`config.mk`:
```
export PLATFORM = sky130hd
export DESIGN_NAME = text_box_char_writer_top
export DESIGN_NICKNAME = d
export VERILOG_FILES = /design/src/sv/tbcw_pkg.sv /design/src/sv/tbcw_ram.sv /design/src/sv/tbcw_cursor.sv /design/src/sv/tbcw_screen.sv /design/src/sv/text_box_char_writer_top.sv
export SDC_FILE = /design/constraint.sdc
export NUM_CORES = 2
export LEC_CHECK = 0
export BUFFER_PORTS_ARGS = -buffer_cell sky130_fd_sc_hd__buf_2
export CORE_ASPECT_RATIO = 0.8
export CORE_MARGIN = 3
export CORE_UTILIZATION = 35
export CTS_CLUSTER_SIZE = 16
export DETAILED_ROUTE_END_ITERATION = 12
export GPL_ROUTABILITY_DRIVEN = 0
export PLACE_DENSITY_LB_ADDON = 0.15
export SKIP_LAST_GASP = 1
export SLEW_MARGIN = 0
export SYNTH_ARGS = -nofsm -noshare
export SYNTH_HDL_FRONTEND = slang
export SYNTH_SLANG_ARGS = --single-unit
```
`constraint.sdc`:
```
create_clock -name clk -period 17.21 [get_ports clk]
set_input_delay 0 -clock clk [delete_from_list [all_inputs] [get_ports clk]]
set_output_delay 0 -clock clk [all_outputs]
set_load 0.02 [all_outputs]
```
`src/sv/tbcw_pkg.sv`:
```
// Shared types, constants and helpers for the text box character writer.
// Used by every module of the block but tbcw_ram; depends on nothing.
package tbcw_pkg;

	localparam int MAX_COLUMNS = 40;
	localparam int MAX_ROWS    = 4;
	localparam int CELL_COUNT  = MAX_ROWS * MAX_COLUMNS;
	localparam int ADDR_W      = $clog2(CELL_COUNT);

	localparam int CODE_W = 8;
	localparam int COL_W  = 6;
	localparam int ROW_W  = 3;
	localparam int CFG_W  = 6;

	localparam logic [CODE_W-1:0] SPACE_CODE   = 8'h20;
	localparam logic [CODE_W-1:0] NEWLINE_CODE = 8'h0A;
	localparam logic [CODE_W-1:0] END_CODE     = 8'h00;
	localparam logic [COL_W-1:0]  COL_LAST     = '1;

	typedef enum logic [2:0] {
		CMD_TEXT      = 3'd0,
		CMD_GLYPH     = 3'd1,
		CMD_CLEAR_ROW = 3'd2,
		CMD_CLEAR_ALL = 3'd3,
		CMD_READ      = 3'd4
	} cmd_t;

	typedef enum logic [2:0] {
		CFG_SCREEN_COLUMNS = 3'd0,
		CFG_SCREEN_ROWS    = 3'd1,
		CFG_BOX_LEFT       = 3'd2,
		CFG_BOX_TOP        = 3'd3,
		CFG_BOX_WIDTH      = 3'd4,
		CFG_BOX_HEIGHT     = 3'd5,
		CFG_WRAP_ENABLE    = 3'd6
	} cfg_idx_t;

	typedef enum logic [2:0] {
		SCR_NONE,
		SCR_WRITE,
		SCR_CLEAR_ROW,
		SCR_CLEAR_ALL,
		SCR_READ
	} scr_op_t;

	typedef struct packed {
		logic [COL_W-1:0] screen_columns;
		logic [ROW_W-1:0] screen_rows;
		logic [COL_W-1:0] box_left;
		logic [ROW_W-1:0] box_top;
		logic [COL_W-1:0] box_width;
		logic [ROW_W-1:0] box_height;
		logic             wrap_enable;
	} cfg_t;

	// Character write requested by the text cursor unit.
	typedef struct packed {
		logic             en;
		logic [COL_W-1:0] col;
		logic [ROW_W-1:0] row;
	} txt_wr_t;

	// One access to the screen store.
	typedef struct packed {
		scr_op_t           op;
		logic [COL_W-1:0]  col;
		logic [ROW_W-1:0]  row;
		logic [CODE_W-1:0] code;
	} scr_req_t;

	function automatic logic [ADDR_W-1:0] cell_addr(input logic [COL_W-1:0] col,
			input logic [ROW_W-1:0] row);
		cell_addr = ADDR_W'(row) * ADDR_W'(MAX_COLUMNS) + ADDR_W'(col);
	endfunction

endpackage

```
`src/sv/tbcw_ram.sv`:
```
// Generic single-write, single-read synchronous RAM with a registered read port.
// Stand-alone; no package needed.
module tbcw_ram #(
	parameter int WIDTH = 8,
	parameter int DEPTH = 160
) (
	input  logic                     clk,
	input  logic                     we,
	input  logic [$clog2(DEPTH)-1:0] waddr,
	input  logic [WIDTH-1:0]         wdata,
	input  logic                     re,
	input  logic [$clog2(DEPTH)-1:0] raddr,
	output logic [WIDTH-1:0]         rdata
);

	logic [WIDTH-1:0] mem [DEPTH];

	always_ff @(posedge clk) begin
		if (we) begin
			mem[waddr] <= wdata;
		end
		if (re) begin
			rdata <= mem[raddr];
		end
	end

endmodule

```
`src/sv/tbcw_cursor.sv`:
```
// Text cursor of the character writer: position, end-of-string flag and box clipping.
// Depends on tbcw_pkg.
module tbcw_cursor import tbcw_pkg::*; (
	input  logic              clk,
	input  logic              arst_n,
	input  logic              step,
	input  logic [CODE_W-1:0] code,
	input  logic              first,
	input  cfg_t              cfg,
	output txt_wr_t           text_wr,
	output logic [COL_W-1:0]  col,
	output logic [ROW_W-1:0]  row,
	output logic              stopped
);

	logic [COL_W-1:0] col_q, col_e, col_n, col_adv;
	logic [ROW_W-1:0] row_q, row_e, row_n;
	logic             done_q, done_e, done_n, wr_en;
	logic [COL_W:0]   right_sum, max_x;
	logic [ROW_W:0]   bottom_sum, max_y;

	// Box edges clipped to the screen in use.
	always_comb begin
		right_sum  = {1'b0, cfg.box_left} + {1'b0, cfg.box_width};
		bottom_sum = {1'b0, cfg.box_top} + {1'b0, cfg.box_height};
		max_x = ({1'b0, cfg.screen_columns} < right_sum) ? {1'b0, cfg.screen_columns} : right_sum;
		max_y = ({1'b0, cfg.screen_rows} < bottom_sum) ? {1'b0, cfg.screen_rows} : bottom_sum;
	end

	always_comb begin
		col_e   = first ? cfg.box_left : col_q;
		row_e   = first ? cfg.box_top : row_q;
		done_e  = first ? 1'b0 : done_q;
		col_n   = col_e;
		row_n   = row_e;
		done_n  = done_e;
		wr_en   = 1'b0;
		col_adv = (col_e != COL_LAST) ? col_e + COL_W'(1) : col_e;
		if (!done_e) begin
			if (code == END_CODE || {1'b0, row_e} >= max_y) begin
				done_n = 1'b1;
			end else begin
				if (code == NEWLINE_CODE) begin
					col_n = cfg.box_left;
					row_n = row_e + ROW_W'(1);
				end else begin
					wr_en = {1'b0, col_e} < max_x;
					col_n = col_adv;
					if ({1'b0, col_adv} >= max_x) begin
						if (!cfg.wrap_enable) begin
							done_n = 1'b1;
						end else begin
							col_n = cfg.box_left;
							row_n = row_e + ROW_W'(1);
						end
					end
				end
				if ({1'b0, row_n} >= max_y) begin
					done_n = 1'b1;
				end
			end
		end
	end

	always_ff @(posedge clk or negedge arst_n) begin
		if (!arst_n) begin
			col_q  <= '0;
			row_q  <= '0;
			done_q <= 1'b1;
		end else if (step) begin
			col_q  <= col_n;
			row_q  <= row_n;
			done_q <= done_n;
		end
	end

	assign text_wr.en  = step & wr_en;
	assign text_wr.col = col_e;
	assign text_wr.row = row_e;
	assign col         = col_q;
	assign row         = row_q;
	assign stopped     = done_q;

	// An end code always leaves the string stopped.
	a_end_stops: assert property (@(posedge clk) disable iff (!arst_n)
		step && code == END_CODE |=> done_q)
		else $error("cursor: end code did not stop the string");

	// The cursor only moves on a text item.
	a_hold_idle: assert property (@(posedge clk) disable iff (!arst_n)
		!step |=> $stable(col_q) && $stable(row_q) && $stable(done_q))
		else $error("cursor: state changed without a text item");

	// No character is placed once the string is over.
	a_no_write_stopped: assert property (@(posedge clk) disable iff (!arst_n)
		text_wr.en |-> !done_e && code != END_CODE && code != NEWLINE_CODE)
		else $error("cursor: write issued for a stopped string");

endmodule

```
`src/sv/tbcw_screen.sv`:
```
// Screen cell store: RAM of character codes plus one valid bit per cell that stands
// for the space fill of reset and clears. Depends on tbcw_pkg and tbcw_ram.
module tbcw_screen import tbcw_pkg::*; (
	input  logic              clk,
	input  logic              arst_n,
	input  scr_req_t          req,
	input  logic [COL_W:0]    used_cols,
	input  logic [ROW_W:0]    used_rows,
	output logic              wrote,
	output logic [CODE_W-1:0] rd_char
);

	logic [CELL_COUNT-1:0] valid_q, clr_mask, set_mask;
	logic                  in_range, ram_we, ram_re;
	logic [ADDR_W-1:0]     addr;
	logic [CODE_W-1:0]     ram_rdata;
	logic                  rd_hit_s2, rd_valid_s2;

	assign in_range = ({1'b0, req.col} < used_cols) && ({1'b0, req.row} < used_rows);
	assign addr     = cell_addr(req.col, req.row);
	assign ram_we   = (req.op == SCR_WRITE) && in_range;
	assign ram_re   = (req.op == SCR_READ) && in_range;

	always_comb begin
		unique case (req.op)
			SCR_WRITE:     wrote = in_range;
			SCR_CLEAR_ROW: wrote = ({1'b0, req.row} < (ROW_W + 1)'(MAX_ROWS)) && (used_cols != '0);
			SCR_CLEAR_ALL: wrote = (used_rows != '0) && (used_cols != '0);
			default:       wrote = 1'b0;
		endcase
	end

	// Cells dropped back to space by a row or screen clear.
	always_comb begin
		clr_mask = '0;
		for (int r = 0; r < MAX_ROWS; r++) begin
			for (int c = 0; c < MAX_COLUMNS; c++) begin
				if ((COL_W + 1)'(c) < used_cols &&
						((req.op == SCR_CLEAR_ROW && req.row == ROW_W'(r)) ||
						 (req.op == SCR_CLEAR_ALL && (ROW_W + 1)'(r) < used_rows))) begin
					clr_mask[r * MAX_COLUMNS + c] = 1'b1;
				end
			end
		end
	end

	// The cell taken by a write holds its own code from now on.
	assign set_mask = ram_we ? (CELL_COUNT'(1) << addr) : '0;

	always_ff @(posedge clk or negedge arst_n) begin
		if (!arst_n) begin
			valid_q <= '0;
		end else begin
			valid_q <= (valid_q & ~clr_mask) | set_mask;
		end
	end

	always_ff @(posedge clk or negedge arst_n) begin
		if (!arst_n) begin
			rd_hit_s2 <= 1'b0;
		end else begin
			rd_hit_s2 <= ram_re;
		end
	end

	always_ff @(posedge clk) begin
		if (ram_re) begin
			rd_valid_s2 <= valid_q[addr];
		end
	end

	tbcw_ram #(
		.WIDTH (CODE_W),
		.DEPTH (CELL_COUNT)
	) u_ram (
		.clk   (clk),
		.we    (ram_we),
		.waddr (addr),
		.wdata (req.code),
		.re    (ram_re),
		.raddr (addr),
		.rdata (ram_rdata)
	);

	assign rd_char = rd_hit_s2 ? (rd_valid_s2 ? ram_rdata : SPACE_CODE) : '0;

	// Accesses stay inside the store.
	a_addr_range: assert property (@(posedge clk) disable iff (!arst_n)
		ram_we || ram_re |-> addr < ADDR_W'(CELL_COUNT))
		else $error("screen: cell address beyond the store");

	// A written cell reads back as written, never as the space fill.
	a_write_valid: assert property (@(posedge clk) disable iff (!arst_n)
		ram_we && clr_mask == '0 |=> valid_q[$past(addr)])
		else $error("screen: valid bit not set by a write");

endmodule

```
`src/sv/text_box_char_writer_top.sv`:
```
// Top level of the text box character writer: configuration registers, command
// pipeline and result strobe. Depends on tbcw_pkg, tbcw_cursor and tbcw_screen.

// The block takes one item per clock cycle: busy stays low and every item accepted
// at a rising edge (start high, busy low) produces exactly one result, shown for one
// cycle with done high, after passing through stage 1 (vld_s1) and stage 2 (vld_s2).
// Reads use the registered read of the screen RAM; writes, row clears and screen
// clears all complete in stage 1 because cleared cells are tracked by one valid bit
// per cell, and an invalid cell reads as a space. There is no clearing pass after
// reset. The receiver cannot stall, so results must be taken the cycle they appear.
// The registers are written through cfg_write/cfg_index/cfg_data and must only change
// while no item is in flight.
module text_box_char_writer_top import tbcw_pkg::*; (
	input  logic              clk,
	input  logic              arst_n,
	input  logic              start,
	output logic              busy,
	output logic              done,
	input  logic [2:0]        command,
	input  logic [CODE_W-1:0] char_code,
	input  logic              first_of_string,
	input  logic [COL_W-1:0]  cell_col,
	input  logic [ROW_W-1:0]  cell_row,
	output logic [CODE_W-1:0] read_char,
	output logic              cell_written,
	output logic              flow_stopped,
	output logic [COL_W-1:0]  cursor_col,
	output logic [ROW_W-1:0]  cursor_row,
	input  logic              cfg_write,
	input  logic [2:0]        cfg_index,
	input  logic [CFG_W-1:0]  cfg_data
);

	cfg_t              cfg_q;
	logic              vld_s1, vld_s2;
	cmd_t              cmd_s1;
	logic [CODE_W-1:0] code_s1;
	logic              first_s1;
	logic [COL_W-1:0]  col_s1;
	logic [ROW_W-1:0]  row_s1;
	logic              wrote_s2;
	logic              accept, text_step, scr_wrote;
	logic [COL_W:0]    used_cols;
	logic [ROW_W:0]    used_rows;
	txt_wr_t           text_wr;
	scr_req_t          scr_req;

	// Every item moves through the pipeline without holding the input side.
	assign busy   = 1'b0;
	assign accept = start & ~busy;

	// Configuration registers, reset to a 16 by 2 screen with a full-size box.
	always_ff @(posedge clk or negedge arst_n) begin
		if (!arst_n) begin
			cfg_q.screen_columns <= COL_W'(16);
			cfg_q.screen_rows    <= ROW_W'(2);
			cfg_q.box_left       <= '0;
			cfg_q.box_top        <= '0;
			cfg_q.box_width      <= COL_W'(16);
			cfg_q.box_height     <= ROW_W'(2);
			cfg_q.wrap_enable    <= 1'b0;
		end else if (cfg_write) begin
			unique case (cfg_idx_t'(cfg_index))
				CFG_SCREEN_COLUMNS: cfg_q.screen_columns <= cfg_data[COL_W-1:0];
				CFG_SCREEN_ROWS:    cfg_q.screen_rows    <= cfg_data[ROW_W-1:0];
				CFG_BOX_LEFT:       cfg_q.box_left       <= cfg_data[COL_W-1:0];
				CFG_BOX_TOP:        cfg_q.box_top        <= cfg_data[ROW_W-1:0];
				CFG_BOX_WIDTH:      cfg_q.box_width      <= cfg_data[COL_W-1:0];
				CFG_BOX_HEIGHT:     cfg_q.box_height     <= cfg_data[ROW_W-1:0];
				CFG_WRAP_ENABLE:    cfg_q.wrap_enable    <= cfg_data[0];
				default:            ;
			endcase
		end
	end

	// Screen in use, limited to the storage actually built.
	assign used_cols = ({1'b0, cfg_q.screen_columns} < (COL_W + 1)'(MAX_COLUMNS)) ?
		{1'b0, cfg_q.screen_columns} : (COL_W + 1)'(MAX_COLUMNS);
	assign used_rows = ({1'b0, cfg_q.screen_rows} < (ROW_W + 1)'(MAX_ROWS)) ?
		{1'b0, cfg_q.screen_rows} : (ROW_W + 1)'(MAX_ROWS);

	// Stage 1 holds the accepted item while it updates the cursor and the screen.
	always_ff @(posedge clk or negedge arst_n) begin
		if (!arst_n) begin
			vld_s1 <= 1'b0;
		end else begin
			vld_s1 <= accept;
		end
	end

	always_ff @(posedge clk) begin
		if (accept) begin
			cmd_s1   <= cmd_t'(command);
			code_s1  <= char_code;
			first_s1 <= first_of_string;
			col_s1   <= cell_col;
			row_s1   <= cell_row;
		end
	end

	assign text_step = vld_s1 && (cmd_s1 == CMD_TEXT);

	tbcw_cursor u_cursor (
		.clk     (clk),
		.arst_n  (arst_n),
		.step    (text_step),
		.code    (code_s1),
		.first   (first_s1),
		.cfg     (cfg_q),
		.text_wr (text_wr),
		.col     (cursor_col),
		.row     (cursor_row),
		.stopped (flow_stopped)
	);

	// Turn the command into one access of the screen store. Only one item is ever
	// in stage 1, so a read and a write to the same cell never meet in a cycle.
	always_comb begin
		scr_req.op   = SCR_NONE;
		scr_req.col  = col_s1;
		scr_req.row  = row_s1;
		scr_req.code = code_s1;
		if (vld_s1) begin
			unique case (cmd_s1)
				CMD_TEXT: begin
					scr_req.op  = text_wr.en ? SCR_WRITE : SCR_NONE;
					scr_req.col = text_wr.col;
					scr_req.row = text_wr.row;
				end
				CMD_GLYPH:     scr_req.op = SCR_WRITE;
				CMD_CLEAR_ROW: scr_req.op = SCR_CLEAR_ROW;
				CMD_CLEAR_ALL: scr_req.op = SCR_CLEAR_ALL;
				CMD_READ:      scr_req.op = SCR_READ;
				default:       scr_req.op = SCR_NONE;
			endcase
		end
	end

	tbcw_screen u_screen (
		.clk       (clk),
		.arst_n    (arst_n),
		.req       (scr_req),
		.used_cols (used_cols),
		.used_rows (used_rows),
		.wrote     (scr_wrote),
		.rd_char   (read_char)
	);

	// Stage 2 presents the result; the cursor ports already show its new state.
	always_ff @(posedge clk or negedge arst_n) begin
		if (!arst_n) begin
			vld_s2   <= 1'b0;
			wrote_s2 <= 1'b0;
		end else begin
			vld_s2   <= vld_s1;
			wrote_s2 <= scr_wrote;
		end
	end

	assign done         = vld_s2;
	assign cell_written = wrote_s2;

	// Every accepted item yields its result once it has passed stage 1 and stage 2.
	a_result_follows: assert property (@(posedge clk) disable iff (!arst_n)
		accept |=> ##1 done)
		else $error("top: accepted item gave no result");

	// No result appears without an item behind it.
	a_no_phantom: assert property (@(posedge clk) disable iff (!arst_n)
		done |-> $past(vld_s1))
		else $error("top: result without an item");

	// Read data is only nonzero for a read item.
	a_read_only: assert property (@(posedge clk) disable iff (!arst_n)
		done && read_char != '0 |-> $past(cmd_s1) == CMD_READ && !cell_written)
		else $error("top: read data on a non-read item");

endmodule
```
== Word level (Yosys, flattened, before mapping) ==
Memories as Yosys holds them, arrays and structs flattened. A register that Yosys moved wholly into a read port is not among the register bits.
Index checks and enable logic that the tools add are counted.
Storage, ports and cells
  memories: 1
  word-level logic and storage cells: 501
  flip-flop bits (word level): 224
  bits in writable memories: 1280
Cells by class
  $mul: 1
  add/sub/neg operators: 5
  bitwise logic cells: 4
  reduce and logical (&&, ||, !) cells: 192
  eq/ne operators: 19
  magnitude comparators: 56
  shift-type cells: 1
  multiplexer cells: 201
Memory list
  u_screen.u_ram.mem: depth 160, width 8, rd ports 1, clocked after Yosys merged registers in 1, wr ports 1, RTL line tbcw_ram.sv:16  | logic [WIDTH-1:0] mem [DEPTH];
Operator list (number)
  $logic_and A1 B1 Y1: 174
  $mux W1: 174
  $and A160 B160 Y160: 1
  $mux W160: 1
  $not A160 Y160: 1
  $or A160 B160 Y160: 1
  $shl A1 B8 Y160 const A: 1
  $lt A5 B6 Y1 const A: 16
  $lt A4 B6 Y1 const A: 8
  $lt A6 B6 Y1 const A: 8
  $mux W6: 8
  $mux W3: 9
  $eq A3 B2 Y1 const B: 8
  $lt A3 B6 Y1 const A: 4
  $mux W8: 2
  $eq A3 B3 Y1 const B: 5
  $pmux W3 S5: 1
  $lt A6 B7 Y1: 2
  $reduce_and A2 Y1: 7
  $eq A3 B1 Y1 const B: 4
  $lt A1 B6 Y1 const A: 2
  $lt A2 B6 Y1 const A: 2
  $mux W12: 1
  $logic_not A3 Y1: 3
  other kinds (28): 36

== Longest topological paths before layout ==
  word-level depth: 19
  mapped depth: 24
  gate-level depth less buffers: 23

== Modules after synthesis ==
From an unflattened synthesis, not the netlist that was laid out.
Second synthesis, totals
  cell total of the unflattened synthesis: 3739
  area total of the unflattened synthesis: 63256.9 um2
Modules (own cells, without submodules)
  tbcw_ram: area each 50373.3 um2, cells each 2490, instances 1, sequential area each 38677.1 um2
  tbcw_screen: area each 8807.2 um2, cells each 877, instances 1, sequential area each 4058.9 um2
  text_box_char_writer_top: area each 2045.7 um2, cells each 117, instances 1, sequential area each 1411.4 um2
  tbcw_cursor: area each 2030.7 um2, cells each 255, instances 1, sequential area each 251.5 um2

== Worst setup path after synthesis ==
OpenSTA, ideal clock, no wires.
  path type: flip-flop to flip-flop
  start: register cfg_q[2] in the netlist's numbering
  end: memory u_screen.u_ram.mem[86][0], enable pin
  setup slack: 11.771 ns
  buffers on the path: 2
  setup time: 0.370 ns
  period minus slack after synthesis: 5.439 ns
  cell stages (with the launch flop): 21
  data arrival time: 5.069 ns
  path through: dfstp_2 inv_1 fa_1 ha_1 a21boi_0 o21a_1 o21ai_0 mux2_2 ha_1 nand2b_1 a21oi_1 nor2b_1 nor3_1 nand2_1 nor2_1 o311ai_2 o21ai_2 buf_4 nand4_1 clkbuf_1 nor2_1
On the way
  cells in the longest elaborated chain, start to end: 15
RTL lines
  start, declared: RTL line text_box_char_writer_top.sv:34  | cfg_t cfg_q;
  $add A3 B3 Y4 (*): RTL line tbcw_cursor.sv:25  | bottom_sum = {1'b0, cfg.box_top} + {1'b0, cfg.box_height};
  $lt A3 B4 Y1: RTL line tbcw_cursor.sv:27  | max_y = ({1'b0, cfg.screen_rows} < bottom_sum) ? {1'b0, cfg.screen_rows} : bottom_sum;
  $mux W4 (*): RTL line tbcw_cursor.sv:27
  $ge A3 B4 Y1 (*): RTL line tbcw_cursor.sv:40  | if (code == END_CODE || {1'b0, row_e} >= max_y) begin
  $logic_or A1 B1 Y1 (*): RTL line tbcw_cursor.sv:40
  $mux W1 (*): RTL line tbcw_cursor.sv:40
  $mux W1 (*): RTL line tbcw_cursor.sv:39  | if (!done_e) begin
  $and A1 B1 Y1 (*): RTL line tbcw_cursor.sv:77  | assign text_wr.en = step & wr_en;
  $mux W1 (*): RTL line text_box_char_writer_top.sv:126  | scr_req.op = text_wr.en ? SCR_WRITE : SCR_NONE;
  $pmux W3 S5 (*): RTL line text_box_char_writer_top.sv:124  | unique case (cmd_s1)
  $mux W12 (*): RTL line text_box_char_writer_top.sv:123  | if (vld_s1) begin
  $eq A3 B1 Y1 (*): RTL line tbcw_screen.sv:21  | assign ram_we = (req.op == SCR_WRITE) && in_range;
  $logic_and A1 B1 Y1 (*): RTL line tbcw_screen.sv:21
  $mux W1 (*): RTL line tbcw_ram.sv:19  | if (we) begin
  $mux W1 (implied by the code) (*): RTL line tbcw_ram.sv:20  | mem[waddr] <= wdata;
  end, declared: RTL line tbcw_ram.sv:16
Every way passes the cells marked *; elsewhere a longest branch is shown, timed or not.

== Worst setup path after layout ==
  start: register cfg_q[1] in the netlist's numbering
  end: memory u_screen.u_ram.mem[70][1], enable pin
The elaborated chain is that of the path after synthesis.

==> results by group <==
Logic synthesis
  – Syn Inst Count: about 3200
  – Yosys reg bits: 1512
  – Synth warn: 0
  – Largest family of logic cells by synthesized area: multiplexers
  – Mean post-synth cell area: roughly 19 sq um
  – Fraction of registers with async set/reset: 0.1336
  – Post-synth cell types: 69
  – Post-Syn Nets: around 3300
  – Area leader, netlist: edfxtp_1
  – Seq/Total Area, Yosys: 0.7193
  – Xor/xnor share of the synthesized area: 0.001845
  – Synth top area cells: edfxtp_1, mux4_2, dfrtp_1
  – EDFF count, synth: ~1300
  – Post-synthesis mux area share: 0.1813
  – Simple logic cell fraction of the synthesized area: 0.02745
  – Top cell type's share of synthesized area: 0.6373
  – Adder-cell area share of the yosys netlist: 0.008879
  – Top_reg_cell synth: edfxtp_1
  – Synth Area in Compound Gates: 0.04383
  – Synthesized cell area: 0.06172 sq mm

Die
  – Die Ht: around 380 microns
  – # IOs: 55
  – Initial Util: 0.3530
  – Placement Rows: 137
  – Core Region: ~0.17 sq mm
  – Die X: 475.5 microns
  – Die area: roughly 0.18 sq mm

Run
  – Max cap viols: 0

Worst setup path
  – Crit end category: flop
  – Crit path DAT: 7.64 ns
  – Worst Path Max Fanout: 16
  – Startpoint Class: flop
  – Kind of critical path: flop to flop
  – Critical Path RT: approximately 18 ns

Drt
  – Routed Antenna Nets: 0
  – Vias per cell: approximately 5.7
  – Post-route DRC: 0
  – Router iterations before antenna repair: 5
  – Initial DRC count: about 4300
  – DR WL/cell: a little over 30 microns
  – DRT Wirelength: about 180000 microns
  – DR vias: approximately 33000

Global routing
  – Vias in the first global route: around 34000
  – Congestion Overflow GR: 0
  – GR Util All Layers: 0.1959
  – Initial antenna violation count: 11
  – Pin count of the biggest net entering global routing: between 150 and 200
  – First-pass GRT wire length: between 200000 and 300000 microns

Place
  – IO buf count: 53
  – Final HPWL DP: 106000 microns
  – Placed cell area: ~0.065 sq mm
  – Placement Setup Slack: ~10 ns

Layout
  – Finished Cell Area: around 0.07 sq mm
  – Area delta synth->final: 13.90%
  – # fillers: between 15000 and 20000
  – Diode count: 0
  – Net count, final: around 3400
  – Fraction of layout cells with a size suffix above 1: 0.2551

Clock tree
  – Clock-pin slew on the worst setup and hold paths: around 0.06 ns
  – Clock root cell: clkbuf_16
  – CTS buffer count: 154
  – Bufs on Longest Clock Path: 3
  – Htree depth: 4
  – Post-CTS setup buffer count: 0
  – Worst skew pair latency: approximately 0.80 ns
  – Clk sink count: about 1500
  – CTS tree: done

Timing
  – Setup TNS Final: 0 ns
  – Hold Vio Cnt, Final: 0
  – Slew Limit Fails: 0
  – Minimum clock period: slightly above 7 ns
  – Final setup violation count: 0
  – RSZ-0062 raised after global routing: no
  – Setup slack after layout: 9.998 ns
  – Max Fclk: approximately 140 MHz
  – Final clock skew: about 0.032 ns
  – Slew headroom: 0.1213
  – Period utilisation layout: 0.4191
  – Worst Max-Slew Pin Slew: approximately 1.3 ns

Worst hold path
  – Tightest Hold Check Type: input port to flop

Pwr
  – Peak VDD IR: 0.09865 mV
  – Cell leakage power: around 0.023 uW
  – Total power per unit cell area: 125.2 mW/mm^2

Status
  – Outcome: finished, final reports clean
==> stage by stage <==
step,util,hold WS [ns],instances,power [uW]
detailed placement,0.3697,0.1798,5384,5534
global route,0.4021,0.04538,5731,9141
floorplan,-,-0.2956,3190,5020
global placement,0.3697,0.1781,5384,5522
finish,0.4021,0.07242,5731,8803
CTS,0.4021,0.01224,5731,8895
==> area by class of cell <==
class	count	area, sq um	area share
inverters	29	116.4	0.001655
clock inverters	82	799.5	0.01137
well taps	2293	2869	0.04081
clock buffers	200	4202	0.05977
multi-input cells	1436	16410	0.2335
repair buffers	179	1500	0.02134
flip-flops and latches	1512	44400	0.6316
==> state kept, by name, indices dropped and copies added, names as in the netlist, 3 cells and up <==
name                  flops
cfg_q                    28
cmd_s1                    3
code_s1                   8
col_s1                    6
row_s1                    3
u_cursor.col              6
u_cursor.row              3
u_screen.u_ram.mem     1280
u_screen.u_ram.rdata      8
u_screen.valid_q        160
==> worst paths after layout <==
path                        startpoint  slack, ns  cells after the start                   endpoint
min reg2reg                     vld_s1       0.46                      0                       done
min                        cfg_data[3]       0.07                      3                   cfg_q[7]
min in group asynchronous       arst_n       0.36                      3                  cfg_q[26]
max in group asynchronous       arst_n      15.77                      4       u_screen.valid_q[96]
max                           cfg_q[1]       10.0                     20  u_screen.u_ram.mem[70][1]
max reg2reg                   cfg_q[1]       10.0                     20  u_screen.u_ram.mem[70][1]
==> placed cells by master (no fill, tap or decap), types with 10 or more instances in the layout <==
cell           synthesis  layout
nand4_1               11      11
inv_1                 29      28
mux2_2                31      31
a21oi_1               53      53
buf_2                 53      52
and3_1                10      10
nor2_1               215     215
bufinv_16              0      11
clkbuf_16              0     158
dlygate4sd3_1          0      64
nand2_1               64      63
o31ai_1               42      42
nand3_2                0      10
edfxtp_1            1310    1310
o21ai_0              234     234
dfrtp_1              197     197
mux2i_1               30      27
clkbuf_8               0      10
clkinv_2               0      22
clkinv_1               0      30
mux4_2               468     468
a211oi_1              12      12
o21ai_1               76      76
ha_1                  39      38
clkbuf_1             128      33
nor2b_1               14      14
buf_4                 11      53
==> layer usage <==
layer / vias to the layer above / GRT usage / routed length (microns)
met5: - / 0 / 0
met4: 0 / 0.05575 / 4526
met3: 269 / 0.03472 / 11890
met2: 1342 / 0.2907 / 79420
met1: 17852 / 0.2958 / 80540
li1: 13340 / - / -
==> power by group <==
part | internal, uW | switching [uW] | total (uW)
Sequential | 4050 | 46.6 | 4100
Combinational | 504 | 860 | 1360
Clock | 1900 | 1440 | 3340
Total | 6460 | 2350 | 8800
==> kinds of logic (layout without fill, tap and decap cells) <==
| logic type | after synthesis | after routing |
|---|---|---|
| xor gates and xnor gates | 13 | 13 |
| adders and majority gates | 42 | 42 |
| DFF | 1512 | 1512 |
| AOI/OAI and AO/OA | 471 | 471 |
| other | 1 | 1 |
| and+or+nand+nor | 380 | 380 |
| muxes | 529 | 529 |
| buffers and inverters | 242 | 490 |
==> worst max-delay path, stage by stage, from the launching register on <==
cell	delay [ns]
dfrtp_1	0.39
ha_1	0.22
inv_1	0.07
fa_1	0.45
ha_1	0.30
a21boi_0	0.13
o21a_1	0.17
o21ai_0	0.46
mux2_2	0.42
ha_1	0.28
nand2b_1	0.15
a21oi_1	0.18
nor2b_1	0.08
nor3_1	0.39
nand2_1	0.21
nor2_1	0.28
o311ai_2	0.18
o21ai_2	0.16
buf_4	0.26
nand4_1	0.99
nor2_1	1.06
==> Yosys cell counts (14+ instances only) <==
library cell / n
edfxtp_1: 1310
mux4_2: 468
o21ai_0: 234
nor2_1: 215
dfrtp_1: 197
clkbuf_1: 128
o21ai_1: 76
nand2_1: 64
a21oi_1: 53
buf_2: 53
o31ai_1: 42
ha_1: 39
mux2_2: 31
mux2i_1: 30
inv_1: 29
nand3_1: 17
buf_1: 14
nor2b_1: 14
==> repair_timing <==
action	CTS	global route
setup endpoints to repair	0	0
hold endpoints to repair	195	0
resized for setup	0	0
hold buffers	65	0
No activity file was read; power rests on OpenSTA's default activity.
